### src/rtl/psfp_pkg.sv
// Package for the particulate sensor frame parser.
// Holds frame constants, result status codes and the store write-port type.
// No dependencies; used by psfp_store and particle_sensor_frame_parser.
package psfp_pkg;

  // Frame layout
  localparam logic [7:0] Hdr0Byte  = 8'h42;
  localparam logic [7:0] Hdr1Byte  = 8'h4D;
  localparam logic [7:0] Len0Byte  = 8'h00;
  localparam logic [7:0] Len1Byte  = 8'h1C;
  localparam int unsigned NumWords = 12;
  localparam int unsigned SlotW    = $clog2(NumWords);

  // Byte positions inside the frame
  localparam logic [4:0] PosFirstWord = 5'd5;   // low byte of word 0
  localparam logic [4:0] PosLastWord  = 5'd27;  // low byte of word 11
  localparam logic [4:0] PosCkLow     = 5'd31;  // low byte of checksum

  // Result status codes
  localparam logic [1:0] StatusValue  = 2'd0;
  localparam logic [1:0] StatusCkErr  = 2'd1;
  localparam logic [1:0] StatusHdrErr = 2'd2;

  // Write port of the measurement store
  typedef struct packed {
    logic             en;
    logic [SlotW-1:0] addr;
    logic [15:0]      data;
  } wr_t;

  // Expected byte at header/length positions 0..3
  function automatic logic [7:0] expect_byte(input logic [1:0] pos);
    logic [7:0] b;
    unique case (pos)
      2'd0:    b = Hdr0Byte;
      2'd1:    b = Hdr1Byte;
      2'd2:    b = Len0Byte;
      default: b = Len1Byte;
    endcase
    return b;
  endfunction

endpackage

### src/rtl/particle_sensor_frame_parser.sv
// Particulate sensor frame parser: one input byte per cycle, no result mid-frame.
// Output: an error beat shows the cycle after its byte is taken; a good frame's values
// pass the dump flag, store read register and output register, one slot a cycle
// while the output is not stalled. Stalls: a result-producing byte waits out a dump or a
// stalled beat; a byte that would overwrite an unread slot waits for its read.
// Reset clears position, sum, hold byte and all valid flags; the store is not cleared.
module particle_sensor_frame_parser (
  input  logic        clk_i,
  input  logic        rst_ni,
  input  logic        in_valid_i,
  output logic        in_stall_o,
  input  logic [7:0]  rx_byte_i,
  output logic        out_valid_o,
  input  logic        out_stall_i,
  output logic [1:0]  status_o,
  output logic [3:0]  word_index_o,
  output logic [15:0] word_value_o,
  output logic        last_o
);

  localparam int unsigned SlotW = psfp_pkg::SlotW;
  localparam logic [SlotW-1:0] LastSlot = SlotW'(psfp_pkg::NumWords - 1);

  logic [4:0]       pos_q, pos_d;
  logic [15:0]      sum_q, sum_d;
  logic [7:0]       hold_q, hold_d;
  logic             dump_q, dump_d;
  logic [SlotW-1:0] rd_ptr_q, rd_ptr_d;

  logic             out_valid_q, out_valid_d;
  logic [1:0]       status_q, status_d;
  logic [3:0]       idx_q, idx_d;
  logic [15:0]      val_q, val_d;
  logic             last_q, last_d;

  logic             in_fire, out_ready;
  logic             hdr_bad, is_ck, is_wr, ck_ok, gen_res, busy, conflict;
  logic [SlotW-1:0] wr_slot;
  logic             issue, s1_take, err_load;
  psfp_pkg::wr_t    wr;
  logic             rd_valid;
  logic [SlotW-1:0] rd_idx;
  logic [15:0]      rd_data;

  // Decode the current byte position
  assign hdr_bad = (pos_q < 5'd4) && (rx_byte_i != psfp_pkg::expect_byte(pos_q[1:0]));
  assign is_ck   = (pos_q == psfp_pkg::PosCkLow);
  assign is_wr   = (pos_q >= psfp_pkg::PosFirstWord) && (pos_q <= psfp_pkg::PosLastWord)
                   && pos_q[0];
  assign wr_slot = SlotW'(pos_q[4:1] - 4'd2);
  assign ck_ok   = ({hold_q, rx_byte_i} == sum_q);
  assign gen_res = hdr_bad || is_ck;

  // Output handshake and dump pipeline
  assign out_ready = !out_valid_q || !out_stall_i;
  assign busy      = dump_q || rd_valid;
  assign s1_take   = rd_valid && out_ready;
  assign issue     = dump_q && (!rd_valid || s1_take);

  // Hold a byte that must wait for the dump or a stalled beat, or would clobber an unread slot
  assign conflict   = dump_q && is_wr && (wr_slot >= rd_ptr_q);
  assign in_stall_o = (gen_res && (busy || !out_ready)) || conflict;
  assign in_fire    = in_valid_i && !in_stall_o;
  assign err_load   = in_fire && (hdr_bad || (is_ck && !ck_ok));

  // Store write port
  assign wr.en   = in_fire && is_wr;
  assign wr.addr = wr_slot;
  assign wr.data = {hold_q, rx_byte_i};

  psfp_store u_store (
    .clk_i      (clk_i),
    .rst_ni     (rst_ni),
    .wr_i       (wr),
    .rd_en_i    (issue),
    .rd_addr_i  (rd_ptr_q),
    .rd_take_i  (s1_take),
    .rd_valid_o (rd_valid),
    .rd_idx_o   (rd_idx),
    .rd_data_o  (rd_data)
  );

  // Advance the frame parser
  always_comb begin
    pos_d    = pos_q;
    sum_d    = sum_q;
    hold_d   = hold_q;
    dump_d   = dump_q;
    rd_ptr_d = rd_ptr_q;
    if (issue) begin
      rd_ptr_d = rd_ptr_q + 1'b1;
      if (rd_ptr_q == LastSlot) begin
        dump_d = 1'b0;
      end
    end
    if (in_fire) begin
      if (hdr_bad) begin
        pos_d  = '0;
        sum_d  = '0;
        hold_d = '0;
      end else if (is_ck) begin
        pos_d  = '0;
        sum_d  = '0;
        hold_d = '0;
        if (ck_ok) begin
          dump_d   = 1'b1;
          rd_ptr_d = '0;
        end
      end else begin
        pos_d = pos_q + 5'd1;
        if (pos_q < 5'd30) begin
          sum_d = sum_q + 16'(rx_byte_i);
        end
        if ((pos_q >= 5'd4) && !pos_q[0] && (pos_q != 5'd28)) begin
          hold_d = rx_byte_i;
        end
      end
    end
  end

  // Load the output register
  always_comb begin
    out_valid_d = out_valid_q;
    status_d    = status_q;
    idx_d       = idx_q;
    val_d       = val_q;
    last_d      = last_q;
    if (out_ready) begin
      out_valid_d = s1_take || err_load;
      if (s1_take) begin
        status_d = psfp_pkg::StatusValue;
        idx_d    = 4'(rd_idx);
        val_d    = rd_data;
        last_d   = (rd_idx == LastSlot);
      end else if (err_load) begin
        status_d = hdr_bad ? psfp_pkg::StatusHdrErr : psfp_pkg::StatusCkErr;
        idx_d    = '0;
        val_d    = '0;
        last_d   = 1'b1;
      end
    end
  end

  always_ff @(posedge clk_i or negedge rst_ni) begin
    if (!rst_ni) begin
      pos_q       <= '0;
      sum_q       <= '0;
      hold_q      <= '0;
      dump_q      <= 1'b0;
      rd_ptr_q    <= '0;
      out_valid_q <= 1'b0;
    end else begin
      pos_q       <= pos_d;
      sum_q       <= sum_d;
      hold_q      <= hold_d;
      dump_q      <= dump_d;
      rd_ptr_q    <= rd_ptr_d;
      out_valid_q <= out_valid_d;
    end
  end

  always_ff @(posedge clk_i) begin
    status_q <= status_d;
    idx_q    <= idx_d;
    val_q    <= val_d;
    last_q   <= last_d;
  end

  assign out_valid_o  = out_valid_q;
  assign status_o     = status_q;
  assign word_index_o = idx_q;
  assign word_value_o = val_q;
  assign last_o       = last_q;

endmodule

### src/rtl/psfp_store.sv
// Measurement store: 12 x 16-bit synchronous memory with a registered read.
// Also holds the read-data stage (valid, slot index, data) for the dump.
// Depends on psfp_pkg.
module psfp_store (
  input  logic                         clk_i,
  input  logic                         rst_ni,
  input  psfp_pkg::wr_t                wr_i,
  input  logic                         rd_en_i,
  input  logic [psfp_pkg::SlotW-1:0]   rd_addr_i,
  input  logic                         rd_take_i,
  output logic                         rd_valid_o,
  output logic [psfp_pkg::SlotW-1:0]   rd_idx_o,
  output logic [15:0]                  rd_data_o
);

  logic [15:0]                mem_q [psfp_pkg::NumWords];
  logic [15:0]                rdata_q;
  logic [psfp_pkg::SlotW-1:0] ridx_q;
  logic                       rvalid_q, rvalid_d;

  // Write one word per accepted low byte
  always_ff @(posedge clk_i) begin
    if (wr_i.en) begin
      mem_q[wr_i.addr] <= wr_i.data;
    end
  end

  // Read data register: loads on issue, holds otherwise
  always_ff @(posedge clk_i) begin
    if (rd_en_i) begin
      rdata_q <= mem_q[rd_addr_i];
      ridx_q  <= rd_addr_i;
    end
  end

  // Track whether the read stage holds a beat
  always_comb begin
    rvalid_d = rvalid_q;
    if (rd_en_i) begin
      rvalid_d = 1'b1;
    end else if (rd_take_i) begin
      rvalid_d = 1'b0;
    end
  end

  always_ff @(posedge clk_i or negedge rst_ni) begin
    if (!rst_ni) begin
      rvalid_q <= 1'b0;
    end else begin
      rvalid_q <= rvalid_d;
    end
  end

  assign rd_valid_o = rvalid_q;
  assign rd_idx_o   = ridx_q;
  assign rd_data_o  = rdata_q;

endmodule

### config.mk
export PLATFORM = sky130hd
export DESIGN_NAME = particle_sensor_frame_parser
export DESIGN_NICKNAME = d
export VERILOG_FILES = /design/src/rtl/psfp_pkg.sv /design/src/rtl/particle_sensor_frame_parser.sv /design/src/rtl/psfp_store.sv
export SDC_FILE = /design/constraint.sdc
export NUM_CORES = 1
export LEC_CHECK = 0
export ABC_AREA = 1
export BUFFER_PORTS_ARGS = -buffer_cell sky130_fd_sc_hd__buf_2
export CAP_MARGIN = 25
export CORE_MARGIN = 8
export CORE_UTILIZATION = 55
export CTS_CLUSTER_DIAMETER = 150
export DETAILED_ROUTE_END_ITERATION = 8
export GPL_TIMING_DRIVEN = 0
export PLACE_DENSITY_LB_ADDON = 0.05
export SLEW_MARGIN = 20
export SYNTH_ARGS = -nofsm -noshare
export SYNTH_HDL_FRONTEND = slang
export SYNTH_HIERARCHICAL = 1
export SYNTH_SLANG_ARGS = --single-unit
### constraint.sdc
create_clock -name clk_i -period 5 [get_ports clk_i]
set_clock_uncertainty 0.15 [all_clocks]
set_input_delay 0.5 -clock clk_i [delete_from_list [all_inputs] [get_ports clk_i]]
set_output_delay 0.5 -clock clk_i [all_outputs]
set_load 0.1 [all_outputs]
======== Word-level counts from Yosys, hierarchy flattened ========
Memory sizes are Yosys's and may differ from the RTL's. A register that Yosys moved wholly into a read port is not among the register bits.
Index checks and enable logic that the tools add are counted.
word-level totals
  logic and storage cells ................. 100
  register bits ........................... 63
  memories kept ........................... 1
  RAM bits ................................ 192
  output and inout port bits .............. 25
memories
  memory         depth  width  rd ports  clocked after Yosys merged registers in  wr ports  RTL line          RTL
  u_store.mem_q  12     16     1         1                                        1         psfp_store.sv:16  logic [15:0] mem_q [psfp_pkg::NumWords];
cells by class
  magnitude comparators ................... 6
  mux-type cells .......................... 32
  reduce and logical (&&, ||, !) cells .... 37
  equality and inequality tests ........... 8
  $add $sub $neg .......................... 4
operator list
  operator             number
  $mux 16              5
  $mux 4               7
  $mux 8               3
  $pmux 7 s3           1
  $add 16x8->16        1
  $eq 16x16->1         1
  $logic_and 1x1->1    14
  $mux 1               12
  $ge 5x3->1 const B   2
  $mux 5               2
  $eq 4x4->1 const B   2
  $logic_or 1x1->1     8
  $ne 8x8->1           1
  $logic_not 1->1      7
  $reduce_and 2->1     3
  $reduce_bool 3->1    2
  $add 5x1->5 const B  1
  $eq 5x5->1 const B   1
  $le 5x5->1 const B   1
  $lt 5x3->1 const B   1
  $lt 5x5->1 const B   1
  $ne 5x5->1 const B   1
  $add 4x1->4 const B  1
  $ge 4x4->1           1
  6 further kinds      8

======== Depth between registers and ports, before layout ========
  depth after elaboration ................. 12
  mapped depth ............................ 15

======== Cells and area by module ========
Netlist, hierarchy kept.
modules (own cells, without submodules)
  module                        cells each  instances  area an instance (sq um)  seq. area each (sq um)
  psfp_store                    760         1          8752.1                    6391.1
  particle_sensor_frame_parser  515         1          3811.2                    1566.5

======== Least setup slack after synthesis ========
Ideal clock, no wire load.
  kind .................................... register to register
  start ................................... register pos_q[2]
  end ..................................... memory u_store.mem_q[11][0] (enable)
  setup time .............................. 0.388 ns
  cell stages (with the launch flop) ...... 14
  arrival ................................. 3.038 ns
  slack ................................... 1.424 ns
  clock period less this slack ............ 3.576 ns
  cells stage by stage .................... dfrtp_1 > inv_1 > ha_1 > xor2_1 > ha_1 > nand2_1 > o21bai_1 > o211ai_1 > nand3_1 > nand3_4 > buf_2 > nor2_1 > nand3_1 > nor2_1
RTL lines
  element                   RTL line                             RTL
  start: declaration        particle_sensor_frame_parser.sv:24   logic [4:0] pos_q, pos_d;
  start signal: assignment  particle_sensor_frame_parser.sv:153  pos_q <= pos_d;
  end: declaration          psfp_store.sv:16

==> summary.md <==
| Metric | Value |
|---|---|
| Setup-failing EPs final | 0 |
| Worst setup EP type | flop |
| Vias per cell | ~5.4 |
| Min Tclk post-route | ~4400 ps |
| Critical Path Max Stage Delay | 660 ps |
| Required @ worst endpoint | 5100 ps |
| Slew headroom | 36.9% |
| Die X | about 170 um |
| Routability cong. | just over 0.9 |
| H-Tree Level Count | 1 |
| Setup WS post-layout | roughly 620 ps |
| Status | finished clean |
| DP Area | ~13,000 sq um |
| Crit path max fanout | 11 |
| CORE AREA | roughly 23,000 sq um |
| Die ar. | roughly 28,000 sq um |
| FFs w/ async S/R, synth | 13.3% |
| Yosys cell types | 37 |
| Total gr overflow | 0 |
| Port Buf Inserts | 36 |
| # fillers | approximately 1,800 |
| GRT Total Usage | ~23% |
| Largest net degree at the start of global routing | 37 |
| Final Hold Slack | between 70 and 80 ps |
| Detailed Place HPWL | 21,500 um |
| Maxcap violations | 0 |
| WS Path Type | flop to flop |
| Die height | between 150 and 200 um |
| Number of synthesized register bits | approximately 270 |
| Post-synth EDFFs | 235 |
| Routed vias | about 9,000 |
| Initial Util | between 50% and 60% |
| Part of the cycle the worst path needs | 87.6% |
| Pwr Total | between 0.004 and 0.005 W |
| DRC violations left | 0 |
| CP bufs+invs | 3 |
| Design Area, Final | ~14,000 sq um |
| Crit-path leading delay family | simple AND/OR/NAND/NOR gates |
| Post-synthesis cell count | ~1,300 |
| IO Pins | 37 |
| Slew Viols, Final | 0 |
| Setup_tns | 0 ps |
| Drt pass-1 iters | 5 |
| Clock slew at reported path FFs | ~60 ps |
| Leak | around 6.3 nW |
| Actual slew at the worst max-slew pin | about 940 ps |
| Top FF cell, synth | edfxtp_1 |
| Commonest non-fill, non-tap cell in the layout | nand2_1 |
| CP max-delay cell | nor2_2 |
| Highest Clock Rate | 0.228 GHz |
| Initial antenna violation count | 0 |
| Average size of a mapped cell | between 9 and 10 sq um |
| Total routed wirelength | approximately 32,000 um |
| Post-synth net total | around 1,300 |
| CTS tree | built |
| Vias in the first global route | ~8,500 |
| Setup WS pre-CTS | approximately 660 ps |
| Register area share after synthesis | approximately 63% |
| Hold Fails Final Rpt | 0 |
| Num CTS Buffers | 28 |
| Worst hold path class | input pin to flop |
| Worst-path cell chain | inv_1, ha_1, xor2_1, ha_1, nand2_1, o21bai_1, o211ai_1, nand3_1, nand3_4, buf_2, nor2_1, nand3_1, nor2_2, buf_6 |
| CTS Buffer Depth | 3 |
| Clock Sinks | about 270 |
| Antenna cells | 0 |
| Crit path launch type | flop |
| PwrDens | roughly 330 nW/um^2 |
| Maximum vdd drop | 225 uV |
| Post-route antenna net violation count | 0 |
| Worst skew pair latency | 550 ps |
| Unrepaired setup endpoints after global routing | no |
| Initial drt markers | roughly 890 |
| Std cell rows | 55 |
| Wirelength per Cell | 19.2 um |
| Area of the mapped netlist | about 13,000 sq um |
| Nets@finish | roughly 1,400 |
| YS warnings | 6 |
| Fraction of layout cells with a size suffix above 1 | about 11% |
| Clk root buf | clkbuf_16 |
| Most frequent cells in the layout | nand2_1, edfxtp_1, inv_1, nand3_1, nor2_1 |
| First-pass GRT wire length | roughly 49,000 um |
| P&R area growth vs syn | 13.4% |
| Crit path DAT | about 4500 ps |
-- registers in the layout, indices dropped and copies added (netlist names), 5 cells and up --
| register | flops |
|---|---|
| hold_q | 8 |
| pos_q | 5 |
| sum_q | 16 |
| u_store/mem_q | 192 |
| u_store/rd_data_o | 16 |
| word_value_o | 16 |
-- cells by family (layout without fill, tap and decap cells) --
| family | Yosys count | in the layout | synth area share (%) |
|---|---|---|---|
| AOI/OAI and AO/OA | 82 | 82 | 3.57 |
| xor gates and xnor gates | 9 | 9 | 0.627 |
| adders and majority gates | 24 | 24 | 2.45 |
| buffers and inverters | 234 | 334 | 7.99 |
| DFF | 271 | 271 | 63.3 |
| and+or+nand+nor | 655 | 655 | 22.0 |
-- cell type report --
class                   instances  area (sq um)  area share [%]
flip-flops and latches        271          7960            55.9
clock inverters                10           131           0.922
inverters                     185           697            4.89
repair buffers                 48           340            2.39
clock buffers                  42           825            5.79
plain buffers                  49           307            2.15
well taps                     285           357            2.50
multi-input cells             770          3630            25.5
-- worst min-delay path: stages --
cell	delay, ps
buf_2	70
nand2_1	70
nand3_1	80
-- cells in the mapped netlist (2+ instances only) --
| cell type | instances | area (sq um) |
|---|---|---|
| nor2_1 | 110 | 413 |
| nor3_1 | 12 | 60.1 |
| xor2_1 | 5 | 43.8 |
| inv_1 | 181 | 679 |
| nand3_1 | 135 | 676 |
| a21oi_1 | 13 | 65.1 |
| buf_2 | 23 | 115 |
| o21ai_0 | 34 | 170 |
| inv_2 | 3 | 11.3 |
| dfrtp_1 | 36 | 901 |
| edfxtp_1 | 235 | 7060 |
| ha_1 | 23 | 288 |
| buf_6 | 12 | 135 |
| o21bai_1 | 4 | 30.0 |
| xnor2_1 | 4 | 35.0 |
| nand3b_1 | 3 | 22.5 |
| nand4_1 | 18 | 113 |
| o21ai_1 | 25 | 125 |
| or2_2 | 7 | 43.8 |
| nand2_1 | 360 | 1350 |
| clkbuf_1 | 13 | 48.8 |
| nor4_1 | 3 | 18.8 |
| nand2_2 | 2 | 12.5 |
-- routing by layer --
| layer | share of wire (%) | GRT usage (%) |
|---|---|---|
| met1 | 42 | 30.4 |
| met2 | 49 | 39.0 |
| met3 | 8.1 | 3.86 |
| met4 | 1.6 | 5.09 |
| met5 | 0 | 0 |
-- stage by stage --
stage | util [%] | instances
floorplan | - | 1275
global placement | 58.2 | 1596
detailed placement | 58.9 | 1606
CTS | 63.2 | 1659
global route | 63.3 | 1660
finish | 63.3 | 1660
-- power by group --
group          internal [W]  leakage, nW  total (W)  switching [W]
clock               0.00129        0.469    0.00213       0.000840
combinational     0.0000251         2.98   0.000161       0.000136
sequential          0.00245         2.86    0.00245     0.00000301
total               0.00377         6.30    0.00475       0.000979
-- timing repair --
| action | CTS | global route |
|---|---|---|
| hold buffers | 1 | 0 |
| setup buffers | 0 | 0 |
| endpoints found under the hold margin | 36 | 0 |
| resized for setup | 0 | 0 |
-- path summary, 6_finish.rpt --
kind	startpoint	to	slack, ps	cells past startpoint
min in group asynchronous	rst_ni	rd_ptr_q[0]	460	2
max in group asynchronous	rst_ni	sum_q[2]	3690	2
hold reg to reg	sum_q[7]	sum_q[7]	340	2
setup / recovery	pos_q[2]	u_store/mem_q[2][5]	620	14
hold / removal	out_stall_i	out_valid_o	80	3
setup reg to reg	pos_q[2]	u_store/mem_q[2][5]	620	14
(Power assumes the default switching activity.)
